[config.mk]
export PLATFORM = sky130hd
export DESIGN_NAME = centered_bin_replication_writer
export DESIGN_NICKNAME = d
export VERILOG_FILES = /design/src/rtl/core/cbrw_pkg.sv /design/src/rtl/core/cbrw_div.sv /design/src/rtl/core/cbrw_ctrl.sv /design/src/rtl/core/cbrw_datapath.sv /design/src/rtl/core/centered_bin_replication_writer.sv
export SDC_FILE = /design/constraint.sdc
export NUM_CORES = 2
export LEC_CHECK = 0
export BUFFER_PORTS_ARGS = -buffer_cell sky130_fd_sc_hd__buf_2
export CORE_AREA = 2 2 262 264
export CTS_CLUSTER_SIZE = 25
export DETAILED_ROUTE_END_ITERATION = 10
export DIE_AREA = 0 0 264 266
export PLACE_DENSITY = 0.71
export SLEW_MARGIN = 40
export SYNTH_ARGS = -nofsm -noshare
export SYNTH_HDL_FRONTEND = slang
export SYNTH_SLANG_ARGS = --single-unit
[constraint.sdc]
create_clock -name clock -period 16.4 [get_ports clock]
set_clock_uncertainty 0.2 [all_clocks]
set_input_delay 1.64 -clock clock [delete_from_list [all_inputs] [get_ports clock]]
set_output_delay 1.64 -clock clock [all_outputs]
set_load 0.02 [all_outputs]
[src/rtl/core/cbrw_pkg.sv]
`timescale 1ns / 1ps
// ----------------------------------------------------------------------------
// cbrw_pkg
// Shared widths, register indexes, reset values and the command and status
// structs between the controller and the datapath of the bin replication
// writer.
// ----------------------------------------------------------------------------
package cbrw_pkg;

   localparam int DEF_MAX_BIN_SIDE   = 8;
   localparam int DEF_MAX_FRAME_SIDE = 4096;

   localparam int SIDE_W   = 13;   // frame sides and bin counts
   localparam int BIN_W    = 4;    // bin sides
   localparam int BPP_W    = 3;
   localparam int VALUE_W  = 16;
   localparam int ADDR_W   = 26;
   localparam int CSR_A_W  = 3;
   localparam int CSR_D_W  = 13;
   localparam int MAX_BPP  = 4;

   localparam logic [CSR_A_W-1:0] REG_FRAME_WIDTH  = 3'd0;
   localparam logic [CSR_A_W-1:0] REG_FRAME_HEIGHT = 3'd1;
   localparam logic [CSR_A_W-1:0] REG_BYTES_PIXEL  = 3'd2;
   localparam logic [CSR_A_W-1:0] REG_BIN_WIDTH    = 3'd3;
   localparam logic [CSR_A_W-1:0] REG_BIN_HEIGHT   = 3'd4;
   localparam logic [CSR_A_W-1:0] REG_BINS_ACROSS  = 3'd5;
   localparam logic [CSR_A_W-1:0] REG_BINS_DOWN    = 3'd6;

   localparam logic [SIDE_W-1:0] RST_FRAME_SIDE = 13'd1024;
   localparam logic [BPP_W-1:0]  RST_BPP        = 3'd1;
   localparam logic [BIN_W-1:0]  RST_BIN_SIDE   = 4'd1;

   typedef enum logic {
      DIV_X,
      DIV_Y
   } div_sel_type;

   typedef struct packed {
      logic        div_start;
      div_sel_type div_sel;
      logic        restart;
      logic        accept;
      logic        pix_next;
      logic        bin_done;
   } cmd_type;

   typedef struct packed {
      logic div_done;
      logic grid_empty;
      logic pix_last;
   } status_type;

endpackage

[src/rtl/core/cbrw_div.sv]
`timescale 1ns / 1ps
// ----------------------------------------------------------------------------
// cbrw_div
// Restoring divider, one quotient bit per cycle. Quotient is valid while
// done is high; a new start restarts it at any time.
// ----------------------------------------------------------------------------
module cbrw_div #(
   parameter int DATA_W = 13,
   parameter int DEN_W  = 4
) (
   input  logic              clock,
   input  logic              reset,
   input  logic              start,
   input  logic [DATA_W-1:0] dividend,
   input  logic [DEN_W-1:0]  divisor,
   output logic              done,
   output logic [DATA_W-1:0] quotient
);

   localparam int CNT_W = (DATA_W > 1) ? $clog2(DATA_W) : 1;
   localparam logic [CNT_W-1:0] CNT_LAST = CNT_W'(DATA_W - 1);

   logic              busy_ff;
   logic              done_ff;
   logic [CNT_W-1:0]  cnt_ff;
   logic [DATA_W-1:0] quo_ff;
   logic [DEN_W-1:0]  rem_ff;
   logic [DEN_W-1:0]  den_ff;

   logic [DEN_W:0]    rem_sh_in;
   logic              take_in;
   logic [DEN_W:0]    rem_diff_in;

   always_comb begin
      rem_sh_in   = {rem_ff, quo_ff[DATA_W-1]};
      take_in     = rem_sh_in >= {1'b0, den_ff};
      rem_diff_in = rem_sh_in - {1'b0, den_ff};
   end

   always_ff @(posedge clock) begin
      if (reset) begin
         busy_ff <= 1'b0;
         done_ff <= 1'b0;
         cnt_ff  <= '0;
      end else if (start) begin
         busy_ff <= 1'b1;
         done_ff <= 1'b0;
         cnt_ff  <= '0;
      end else if (busy_ff) begin
         cnt_ff  <= cnt_ff + CNT_W'(1);
         busy_ff <= cnt_ff != CNT_LAST;
         done_ff <= cnt_ff == CNT_LAST;
      end else begin
         done_ff <= 1'b0;
      end
   end

   always_ff @(posedge clock) begin
      if (start) begin
         quo_ff <= dividend;
         rem_ff <= '0;
         den_ff <= divisor;
      end else if (busy_ff) begin
         quo_ff <= {quo_ff[DATA_W-2:0], take_in};
         rem_ff <= take_in ? rem_diff_in[DEN_W-1:0] : rem_sh_in[DEN_W-1:0];
      end
   end

   assign done     = done_ff;
   assign quotient = quo_ff;

endmodule

[src/rtl/core/cbrw_ctrl.sv]
`timescale 1ns / 1ps
// ----------------------------------------------------------------------------
// cbrw_ctrl
// Sequencer: runs the set-up divisions after reset and every register
// write, lets the derived values settle, then takes one item at a time and
// steps the datapath through the pixels of its bin.
// ----------------------------------------------------------------------------
module cbrw_ctrl (
   input  logic                clock,
   input  logic                reset,
   input  logic                csr_write,
   input  logic                req_valid,
   output logic                req_ready,
   output logic                rsp_valid,
   input  logic                rsp_ready,
   output cbrw_pkg::cmd_type   cmd,
   input  cbrw_pkg::status_type status
);

   import cbrw_pkg::*;

   localparam int SETTLE_CYCLES = 7;
   localparam int SET_W = $clog2(SETTLE_CYCLES);
   localparam logic [SET_W-1:0] SETTLE_LAST = SET_W'(SETTLE_CYCLES - 1);

   typedef enum logic [2:0] {
      START_X,
      WAIT_X,
      START_Y,
      WAIT_Y,
      SETTLE,
      IDLE,
      RUN
   } state_type;

   state_type        state_ff;
   logic [SET_W-1:0] settle_ff;
   logic             req_take_in;
   logic             rsp_take_in;

   always_comb begin
      req_ready   = (state_ff == IDLE) && !csr_write;
      rsp_valid   = state_ff == RUN;
      req_take_in = req_ready && req_valid;
      rsp_take_in = rsp_valid && rsp_ready;

      cmd           = '0;
      cmd.div_start = (state_ff == START_X) || (state_ff == START_Y);
      cmd.div_sel   = ((state_ff == START_X) || (state_ff == WAIT_X)) ? DIV_X : DIV_Y;
      cmd.restart   = (state_ff == SETTLE) && (settle_ff == SETTLE_LAST);
      cmd.accept    = req_take_in;
      cmd.pix_next  = rsp_take_in;
      cmd.bin_done  = rsp_take_in && status.pix_last;
   end

   always_ff @(posedge clock) begin
      if (reset) begin
         state_ff  <= START_X;
         settle_ff <= '0;
      end else if (csr_write) begin
         state_ff  <= START_X;
         settle_ff <= '0;
      end else begin
         unique case (state_ff)
            START_X: state_ff <= WAIT_X;
            WAIT_X: begin
               if (status.div_done) state_ff <= START_Y;
            end
            START_Y: state_ff <= WAIT_Y;
            WAIT_Y: begin
               if (status.div_done) begin
                  state_ff  <= SETTLE;
                  settle_ff <= '0;
               end
            end
            SETTLE: begin
               settle_ff <= settle_ff + SET_W'(1);
               if (settle_ff == SETTLE_LAST) state_ff <= IDLE;
            end
            IDLE: begin
               if (req_take_in && !status.grid_empty) state_ff <= RUN;
            end
            RUN: begin
               if (rsp_take_in && status.pix_last) state_ff <= IDLE;
            end
            default: state_ff <= START_X;
         endcase
      end
   end

endmodule

[src/rtl/core/cbrw_datapath.sv]
`timescale 1ns / 1ps
// ----------------------------------------------------------------------------
// cbrw_datapath
// Configuration registers, centering arithmetic, bin and pixel counters and
// the byte address walkers that drive the result item.
// ----------------------------------------------------------------------------
module cbrw_datapath #(
   parameter int MAX_BIN_SIDE   = cbrw_pkg::DEF_MAX_BIN_SIDE,
   parameter int MAX_FRAME_SIDE = cbrw_pkg::DEF_MAX_FRAME_SIDE
) (
   input  logic                          clock,
   input  logic                          reset,
   input  logic                          csr_write,
   input  logic [cbrw_pkg::CSR_A_W-1:0]  csr_addr,
   input  logic [cbrw_pkg::CSR_D_W-1:0]  csr_wdata,
   input  logic [cbrw_pkg::VALUE_W-1:0]  req_bin_value,
   input  cbrw_pkg::cmd_type             cmd,
   output cbrw_pkg::status_type          status,
   output logic [cbrw_pkg::ADDR_W-1:0]   rsp_byte_address,
   output logic [7:0]                    rsp_low_byte,
   output logic [7:0]                    rsp_high_byte,
   output logic                          rsp_high_valid,
   output logic                          rsp_last_in_bin,
   output logic                          rsp_last_in_frame
);

   import cbrw_pkg::*;

   localparam int PIX_W = (MAX_BIN_SIDE > 1) ? $clog2(MAX_BIN_SIDE) : 1;
   localparam logic [SIDE_W-1:0] FRAME_LIM = SIDE_W'(MAX_FRAME_SIDE);
   localparam logic [BIN_W-1:0]  BIN_LIM   = BIN_W'(MAX_BIN_SIDE);
   localparam logic [BPP_W-1:0]  BPP_LIM   = BPP_W'(MAX_BPP);

   // configuration registers
   logic [SIDE_W-1:0] fw_ff, fh_ff, ba_ff, bd_ff;
   logic [BPP_W-1:0]  bpp_ff;
   logic [BIN_W-1:0]  bw_ff, bh_ff;

   // effective values
   logic [SIDE_W-1:0] fw_in, fh_in;
   logic [BPP_W-1:0]  bpp_in;
   logic [BIN_W-1:0]  bw_in, bh_in;

   // set-up results
   logic [SIDE_W-1:0] mx_ff, my_ff, ca_ff, cd_ff;
   logic [16:0]       used_w_ff, used_h_ff;
   logic [SIDE_W-1:0] left_ff, top_rows_ff;
   logic [ADDR_W-1:0] top_ff, origin_ff, origin_b_ff;
   logic [15:0]       fw_b_ff;
   logic [5:0]        bw_b_ff;
   logic [16:0]       rowstride_ff;
   logic [ADDR_W-1:0] rowstride_b_ff;

   // walk state
   logic [SIDE_W-1:0]  bin_row_ff, bin_col_ff;
   logic [ADDR_W-1:0]  row_addr_ff, col_addr_ff, line_addr_ff, pix_addr_ff;
   logic [PIX_W-1:0]   k_ff, l_ff;
   logic [VALUE_W-1:0] value_ff;

   logic [ADDR_W-1:0] next_line_in, next_row_in;
   logic              l_end_in, k_end_in, col_end_in, row_end_in;
   logic [SIDE_W:0]   col_inc_in, row_inc_in;

   logic              div_done;
   logic [SIDE_W-1:0] div_quo;
   logic [SIDE_W-1:0] div_num_in;
   logic [BIN_W-1:0]  div_den_in;

   always_comb begin
      fw_in  = (fw_ff == '0) ? SIDE_W'(1) : ((fw_ff > FRAME_LIM) ? FRAME_LIM : fw_ff);
      fh_in  = (fh_ff == '0) ? SIDE_W'(1) : ((fh_ff > FRAME_LIM) ? FRAME_LIM : fh_ff);
      bw_in  = (bw_ff == '0) ? BIN_W'(1) : ((bw_ff > BIN_LIM) ? BIN_LIM : bw_ff);
      bh_in  = (bh_ff == '0) ? BIN_W'(1) : ((bh_ff > BIN_LIM) ? BIN_LIM : bh_ff);
      bpp_in = (bpp_ff == '0) ? BPP_W'(1) : ((bpp_ff > BPP_LIM) ? BPP_LIM : bpp_ff);

      div_num_in = (cmd.div_sel == DIV_X) ? fw_in : fh_in;
      div_den_in = (cmd.div_sel == DIV_X) ? bw_in : bh_in;

      l_end_in   = BIN_W'(l_ff) == bw_in - BIN_W'(1);
      k_end_in   = BIN_W'(k_ff) == bh_in - BIN_W'(1);
      col_inc_in = {1'b0, bin_col_ff} + (SIDE_W+1)'(1);
      row_inc_in = {1'b0, bin_row_ff} + (SIDE_W+1)'(1);
      col_end_in = col_inc_in >= {1'b0, ca_ff};
      row_end_in = row_inc_in >= {1'b0, cd_ff};

      next_line_in = line_addr_ff + ADDR_W'(fw_b_ff);
      next_row_in  = row_end_in ? origin_b_ff : row_addr_ff + rowstride_b_ff;

      status.div_done   = div_done;
      status.grid_empty = (ca_ff == '0) || (cd_ff == '0);
      status.pix_last   = l_end_in && k_end_in;
   end

   cbrw_div #(
      .DATA_W (SIDE_W),
      .DEN_W  (BIN_W)
   ) u_div (
      .clock    (clock),
      .reset    (reset),
      .start    (cmd.div_start),
      .dividend (div_num_in),
      .divisor  (div_den_in),
      .done     (div_done),
      .quotient (div_quo)
   );

   // configuration writes
   always_ff @(posedge clock) begin
      if (reset) begin
         fw_ff  <= RST_FRAME_SIDE;
         fh_ff  <= RST_FRAME_SIDE;
         bpp_ff <= RST_BPP;
         bw_ff  <= RST_BIN_SIDE;
         bh_ff  <= RST_BIN_SIDE;
         ba_ff  <= '0;
         bd_ff  <= '0;
      end else if (csr_write) begin
         unique case (csr_addr)
            REG_FRAME_WIDTH:  fw_ff  <= csr_wdata;
            REG_FRAME_HEIGHT: fh_ff  <= csr_wdata;
            REG_BYTES_PIXEL:  bpp_ff <= csr_wdata[BPP_W-1:0];
            REG_BIN_WIDTH:    bw_ff  <= csr_wdata[BIN_W-1:0];
            REG_BIN_HEIGHT:   bh_ff  <= csr_wdata[BIN_W-1:0];
            REG_BINS_ACROSS:  ba_ff  <= csr_wdata;
            REG_BINS_DOWN:    bd_ff  <= csr_wdata;
            default: ;
         endcase
      end
   end

   // centering arithmetic, registered stage by stage from the division results
   always_ff @(posedge clock) begin
      if (div_done && (cmd.div_sel == DIV_X)) mx_ff <= div_quo;
      if (div_done && (cmd.div_sel == DIV_Y)) my_ff <= div_quo;
      ca_ff          <= (ba_ff < mx_ff) ? ba_ff : mx_ff;
      cd_ff          <= (bd_ff < my_ff) ? bd_ff : my_ff;
      used_w_ff      <= 17'(ca_ff * bw_in);
      used_h_ff      <= 17'(cd_ff * bh_in);
      left_ff        <= SIDE_W'((17'(fw_in) - used_w_ff) >> 1);
      top_rows_ff    <= SIDE_W'((17'(fh_in) - used_h_ff) >> 1);
      top_ff         <= ADDR_W'(top_rows_ff * fw_in);
      origin_ff      <= top_ff + ADDR_W'(left_ff);
      origin_b_ff    <= ADDR_W'(origin_ff * bpp_in);
      fw_b_ff        <= 16'(fw_in * bpp_in);
      bw_b_ff        <= 6'(bw_in * bpp_in);
      rowstride_ff   <= 17'(fw_in * bh_in);
      rowstride_b_ff <= ADDR_W'(rowstride_ff * bpp_in);
   end

   // bin position
   always_ff @(posedge clock) begin
      if (reset) begin
         bin_row_ff <= '0;
         bin_col_ff <= '0;
      end else if (cmd.restart) begin
         bin_row_ff <= '0;
         bin_col_ff <= '0;
      end else if (cmd.bin_done) begin
         if (col_end_in) begin
            bin_col_ff <= '0;
            bin_row_ff <= row_end_in ? '0 : row_inc_in[SIDE_W-1:0];
         end else begin
            bin_col_ff <= col_inc_in[SIDE_W-1:0];
         end
      end
   end

   // address walkers
   always_ff @(posedge clock) begin
      if (cmd.restart) begin
         row_addr_ff <= origin_b_ff;
         col_addr_ff <= origin_b_ff;
      end else if (cmd.bin_done) begin
         if (col_end_in) begin
            row_addr_ff <= next_row_in;
            col_addr_ff <= next_row_in;
         end else begin
            col_addr_ff <= col_addr_ff + ADDR_W'(bw_b_ff);
         end
      end

      if (cmd.accept) begin
         value_ff     <= req_bin_value;
         pix_addr_ff  <= col_addr_ff;
         line_addr_ff <= col_addr_ff;
         k_ff         <= '0;
         l_ff         <= '0;
      end else if (cmd.pix_next && !status.pix_last) begin
         if (l_end_in) begin
            l_ff         <= '0;
            k_ff         <= k_ff + PIX_W'(1);
            line_addr_ff <= next_line_in;
            pix_addr_ff  <= next_line_in;
         end else begin
            l_ff        <= l_ff + PIX_W'(1);
            pix_addr_ff <= pix_addr_ff + ADDR_W'(bpp_in);
         end
      end
   end

   assign rsp_byte_address  = pix_addr_ff;
   assign rsp_low_byte      = value_ff[7:0];
   assign rsp_high_valid    = bpp_in > BPP_W'(1);
   assign rsp_high_byte     = rsp_high_valid ? value_ff[15:8] : 8'd0;
   assign rsp_last_in_bin   = status.pix_last;
   assign rsp_last_in_frame = status.pix_last && col_end_in && row_end_in;

endmodule

[src/rtl/core/centered_bin_replication_writer.sv]
`timescale 1ns / 1ps
// ----------------------------------------------------------------------------
// centered_bin_replication_writer
// Replicates each bin value over a bin_width by bin_height block of a frame
// buffer, with the bin grid centered in the frame, one pixel write per item.
//
//   channel   direction  handshake             payload
//   req_      in         req_valid/req_ready   bin_value
//   rsp_      out        rsp_valid/rsp_ready   byte_address, bytes, flags
//   csr_      in         csr_valid/csr_ready   csr_addr, csr_wdata
//
// one item gives bin_width * bin_height result items (up to 64 at the
// default MAX_BIN_SIDE), one per cycle while rsp_ready is high; the
// controller returns to IDLE before the next item is taken. after reset
// and after each register write a set-up pass (two divisions and a
// settle) runs with req_ready low. a write to an unknown index
// changes nothing. a stalled rsp_ready holds the current pixel in place.
// ----------------------------------------------------------------------------
module centered_bin_replication_writer #(
   parameter int MAX_BIN_SIDE   = cbrw_pkg::DEF_MAX_BIN_SIDE,
   parameter int MAX_FRAME_SIDE = cbrw_pkg::DEF_MAX_FRAME_SIDE
) (
   input  logic                          clock,
   input  logic                          reset,
   input  logic                          csr_valid,
   output logic                          csr_ready,
   input  logic [cbrw_pkg::CSR_A_W-1:0]  csr_addr,
   input  logic [cbrw_pkg::CSR_D_W-1:0]  csr_wdata,
   input  logic                          req_valid,
   output logic                          req_ready,
   input  logic [cbrw_pkg::VALUE_W-1:0]  req_bin_value,
   output logic                          rsp_valid,
   input  logic                          rsp_ready,
   output logic [cbrw_pkg::ADDR_W-1:0]   rsp_byte_address,
   output logic [7:0]                    rsp_low_byte,
   output logic [7:0]                    rsp_high_byte,
   output logic                          rsp_high_valid,
   output logic                          rsp_last_in_bin,
   output logic                          rsp_last_in_frame
);

   import cbrw_pkg::*;

   cmd_type    cmd;
   status_type status;
   logic       csr_write;
   logic       csr_known;

   assign csr_ready = 1'b1;
   assign csr_write = csr_valid && csr_ready;
   assign csr_known = csr_write && (csr_addr <= REG_BINS_DOWN);

   cbrw_ctrl u_ctrl (
      .clock     (clock),
      .reset     (reset),
      .csr_write (csr_known),
      .req_valid (req_valid),
      .req_ready (req_ready),
      .rsp_valid (rsp_valid),
      .rsp_ready (rsp_ready),
      .cmd       (cmd),
      .status    (status)
   );

   cbrw_datapath #(
      .MAX_BIN_SIDE   (MAX_BIN_SIDE),
      .MAX_FRAME_SIDE (MAX_FRAME_SIDE)
   ) u_datapath (
      .clock             (clock),
      .reset             (reset),
      .csr_write         (csr_write),
      .csr_addr          (csr_addr),
      .csr_wdata         (csr_wdata),
      .req_bin_value     (req_bin_value),
      .cmd               (cmd),
      .status            (status),
      .rsp_byte_address  (rsp_byte_address),
      .rsp_low_byte      (rsp_low_byte),
      .rsp_high_byte     (rsp_high_byte),
      .rsp_high_valid    (rsp_high_valid),
      .rsp_last_in_bin   (rsp_last_in_bin),
      .rsp_last_in_frame (rsp_last_in_frame)
   );

endmodule
==> results.md <==
Outcome:
- The flow ran to the end, and the final reports show no timing, DRC or antenna violations.

Clock network:
- The number of setup buffers added after CTS is 0.
- After clock tree synthesis, the flow added hold-fix buffers numbering 0.
- After clock tree synthesis, the clock-pin slew on the worst setup and hold paths is ~0.070 ns.
- TritonCTS built the clock tree.
- CTS built an H-tree with a depth of 2.
- The total CTS buffers is 55.
- The root cell of the clock tree is sky130_fd_sc_hd__clkbuf_16.
- For the worst-skew pair, the clock arrives at the later sink with an insertion delay of 0.64 ns.
- The clock net sink count is 491.
- The longest clock path from root to sink contains 3 buffers.
- The number of gates given a new drive strength after cts is 0.

Place:
- Counting tap cells, the placed design contains a total of between 4000 and 5000 instances.
- The placed cell area is around 0.038 mm2.
- Buffers placed on the I/O ports in this run total 83.
- The final HPWL from detailed placement is 70.0 mm.
- Routability-driven placement finished with a final weighted congestion of approximately 0.91.

Timing:
- The share of the clock period used by the worst path is approximately two fifths.
- The number of setup violations in the final report is 0.
- At the pin with the least slew margin, the transition time is ~0.9 ns.
- The final max-slew violation count came to 0.
- Based on the critical path, the design can be clocked at up to roughly 150 MHz.
- The final critical path time including I/O delays and setup is just under 7 ns.
- Setup repair after global routing left no endpoint under its margin.
- In the final timing run, aggregate negative setup slack is 0 ns.
- Headroom to the max-slew limit came out at between 30% and 40%.
- The smallest hold slack is roughly 0.23 ns.
- The number of endpoints with negative hold slack in the final report is 0.

GRT:
- The initial antenna violation count was 1.
- The number of global-route vias before repair was between 20000 and 30000.
- For this run, the total global-route usage over all layers was measured as 26.2%.
- The total grt overflow is 0.
- The first global-routing pass estimated 146 mm of wire.
- Entering global routing, the biggest net connects between 60 and 70 pins.

Cells and area:
- The number of antenna diodes in the final layout is 0.
- After the last flow step, the layout net total stands at 4783.
- The final design area excluding fillers is between 0.04 and 0.05 mm2.
- The final cell count without fillers is about 5000.
- In the layout the commonest cells are 618 x sky130_fd_sc_hd__nand2_1, 494 x sky130_fd_sc_hd__inv_1, 329 x sky130_fd_sc_hd__ha_1.
- The library cell used most frequently in the layout, excluding fill and tap cells, is sky130_fd_sc_hd__nand2_1.
- The sequential cell area is 0.0115 mm2.
- The combined area of the multi-input logic cells is between 0.02 and 0.025 mm2.
- The proportion of layout cells with a drive suffix above 1 is under 10%.
- The filler cells instantiated in the layout total 6058.
- The layout overhead on the synthesized area is 8.58%.

Die:
- The die height is 266 um.
- The total core area is around 0.068 mm2.
- The die is about 260 um wide.
- The cell row count is 96.
- The initial core utilization is a little over half.
- The die covers about 0.070 mm2.
- The number of top-level pins is 85.

Run:
- Max-cap violations in this run came to 0.

Power and ir drop:
- In this run the static leakage power is between 15 and 20 nW.
- The portion of total power attributed to combinational logic is between 15 and 20%.
- After layout, the design draws a total of between 3 and 4 mW.
- Net switching is between 30 and 40% of the power.
- The clock network is responsible for about two fifths of the overall power.
- The net switching component of the power is around 1.0 mW.
- The peak supply drop is 79.2 uV.
- The sequential group share of total power is roughly 44%.
- Power spread over the standard cell area amounts to approximately 85 mW/mm2.
- The internal portion of total power is 2.36 mW.

Setup path:
- At the worst endpoint, the required time is ~17 ns.
- The largest fanout on the critical path is 33.
- The critical path start-end classification is flip-flop to flip-flop.
- STA classifies the critical path endpoint as a flip-flop.
- The nature of the critical path startpoint is a flip-flop.
- Data on the critical path arrives at its endpoint at between 7 and 8 ns.

Synthesis:
- The dominant synthesized flop cell is sky130_fd_sc_hd__dfxtp_1.
- The area share of xor/xnor cells in the synthesized design is 6.44%.
- The largest family of logic cells by synthesized area is adder cells.
- The multiplexer share of the synthesized area is under 10%.
- After technology mapping, the gate count stands at 4142.
- The post-synthesis net count is between 4000 and 5000.
- Summing the sequential cell areas from Yosys gives 31.1% of the chip area.
- The synthesized-area fraction occupied by ao, oa, aoi and oai cells is 11.6%.
- Of the total synthesized cell area, the portion taken by AND, OR, NAND and NOR gates is 17.6%.
- The number of warnings issued by yosys is 0.
- The synthesized netlist occupies a cell area of ~0.037 mm2.
- Of the total synthesized cell area, the portion taken by full adders, half adders and majority gates is 24.6%.
- After synthesis, the netlist uses slightly below 90 different library cells.
- The fraction of synthesis flops using an asynchronous set or reset pin is 0%.
- The average size of a mapped cell is between 8 and 9 um2.
- The synthesized design contains about 490 register bits.
- Yosys mapped a number of flops with a built-in enable equal to 163.

Routing:
- The routed length per placed instance is between 15 and 20 um.
- The count of nets left with antenna violations after detail routing is 0.
- The remaining routing DRC violations is 0.
- The total number of vias is between 20000 and 30000.
- The final layout contains routed wiring with a total length of a little over 90 mm.
- The via-per-instance ratio is 5.54.
- The DRC marker count from the first detailed-route iteration is 2165.
- The pre-antenna-repair detailed-routing pass consisted of 6 iterations.

Hold path:
- The type of the most critical hold path is flip-flop to flip-flop.
==> cells in the mapped netlist, types with 9 or more instances <==
cell type	n	area (um2)
sky130_fd_sc_hd__a211oi_1	14	105
sky130_fd_sc_hd__dfxtp_1	328	6570
sky130_fd_sc_hd__or2_2	11	68.8
sky130_fd_sc_hd__nand3_1	69	345
sky130_fd_sc_hd__o21a_1	41	308
sky130_fd_sc_hd__buf_4	12	90.1
sky130_fd_sc_hd__o211ai_1	12	90.1
sky130_fd_sc_hd__o22ai_1	14	87.6
sky130_fd_sc_hd__mux2i_1	29	290
sky130_fd_sc_hd__a21o_1	64	480
sky130_fd_sc_hd__o21bai_1	23	173
sky130_fd_sc_hd__inv_1	494	1850
sky130_fd_sc_hd__nand3b_1	16	120
sky130_fd_sc_hd__o21ai_0	124	621
sky130_fd_sc_hd__nor4_1	11	68.8
sky130_fd_sc_hd__and3_1	33	206
sky130_fd_sc_hd__buf_2	9	45.0
sky130_fd_sc_hd__edfxtp_1	163	4890
sky130_fd_sc_hd__and2_1	139	870
sky130_fd_sc_hd__xnor2_1	186	1630
sky130_fd_sc_hd__nand4_1	22	138
sky130_fd_sc_hd__or3_1	14	87.6
sky130_fd_sc_hd__nor2_1	298	1120
sky130_fd_sc_hd__nand2b_1	30	188
sky130_fd_sc_hd__mux2_2	35	394
sky130_fd_sc_hd__clkbuf_1	121	454
sky130_fd_sc_hd__a21oi_1	278	1390
sky130_fd_sc_hd__xor2_1	85	744
sky130_fd_sc_hd__nor2b_1	69	432
sky130_fd_sc_hd__fa_1	248	4960
sky130_fd_sc_hd__a31oi_1	13	81.3
sky130_fd_sc_hd__nor3_1	46	230
sky130_fd_sc_hd__ha_1	329	4120
sky130_fd_sc_hd__nand2_1	619	2320
==> path summary, 6_finish.rpt <==
path,startpoint,to,slack [ns],depth (start not counted)
worst min-delay path,u_datapath.used_h_ff[13],u_datapath.top_rows_ff[12],0.23,1
worst max-delay path,u_datapath.fw_ff[12],u_datapath.top_ff[25],9.51,22
worst min register to register,u_datapath.used_h_ff[13],u_datapath.top_rows_ff[12],0.23,1
worst max register to register,u_datapath.fw_ff[12],u_datapath.top_ff[25],9.51,22
==> state kept, by name, indices dropped and copies added (netlist names), 16 cells and up <==
signal	count
u_datapath.col_addr_ff	26
u_datapath.value_ff	16
u_datapath.line_addr_ff	26
u_datapath.rowstride_b_ff	20
u_datapath.origin_b_ff	26
u_datapath.origin_ff	26
u_datapath.top_ff	26
u_datapath.row_addr_ff	26
u_datapath.rowstride_ff	17
u_datapath.rsp_byte_address	26
u_datapath.fw_b_ff	16
==> area by class of cell <==
cell class	count	area share [%]
well taps	882	2.76
flip-flops and latches	491	28.7
inverters	496	4.65
clock buffers	73	3.95
clock inverters	31	0.823
multi-input cells	3007	57.5
repair buffers	118	1.70
==> power by group through the flow <==
stage	clock [mW]	combinational [mW]	sequential (mW)
floorplan	0	0.475	1.43
global placement	0	0.592	1.52
detailed placement	0	0.603	1.52
CTS	1.31	0.607	1.49
global route	1.36	0.684	1.50
finish	1.29	0.603	1.49
==> layer usage <==
metal | share of wire (%) | wire, um | up-vias | GRT usage [%]
met5 | 0 | 0 | - | 0
met1 | 43 | 39100 | 13599 | 33.6
li1 | - | - | 13690 | -
met2 | 48 | 44100 | 791 | 45.4
met4 | 3.8 | 3490 | 0 | 9.35
met3 | 5.1 | 4690 | 183 | 3.28
==> critical path, cell delays in order, from the launching register on <==
cell                        delay (ns)
sky130_fd_sc_hd__dfxtp_1          0.31
sky130_fd_sc_hd__buf_4            0.34
sky130_fd_sc_hd__inv_1            0.18
sky130_fd_sc_hd__nand2_1          0.16
sky130_fd_sc_hd__inv_1            0.36
sky130_fd_sc_hd__and2_1           0.32
sky130_fd_sc_hd__fa_1             0.48
sky130_fd_sc_hd__inv_1            0.05
sky130_fd_sc_hd__fa_1             0.52
sky130_fd_sc_hd__inv_1            0.05
sky130_fd_sc_hd__fa_1             0.48
sky130_fd_sc_hd__fa_1             0.49
sky130_fd_sc_hd__inv_1            0.05
sky130_fd_sc_hd__fa_1             0.52
sky130_fd_sc_hd__inv_1            0.04
sky130_fd_sc_hd__ha_1             0.21
sky130_fd_sc_hd__or3_1            0.42
sky130_fd_sc_hd__o31ai_1          0.45
sky130_fd_sc_hd__a21oi_1          0.20
sky130_fd_sc_hd__o21ai_0          0.45
sky130_fd_sc_hd__o2111ai_1        0.20
sky130_fd_sc_hd__a21oi_1          0.20
sky130_fd_sc_hd__xnor2_1          0.13
==> per-stage QoR <==
stage	util [%]	setup WS, ns
after floorplan	-	10.62
after global placement	56.2	9.77
after detailed placement	56.2	9.62
after CTS	59.0	9.59
after global routing	59.1	9.00
final	59.1	9.51
==> cell families after synthesis <==
| kind of cell | after synthesis |
|---|---|
| xor gates and xnor gates | 271 |
| and+or+nand+nor | 1411 |
| adders and majority gates | 577 |
| muxes | 65 |
| AOI/OAI and AO/OA | 682 |
| other | 1 |
| DFF | 491 |
| buffers and inverters | 644 |
(Power assumes the default switching activity.)
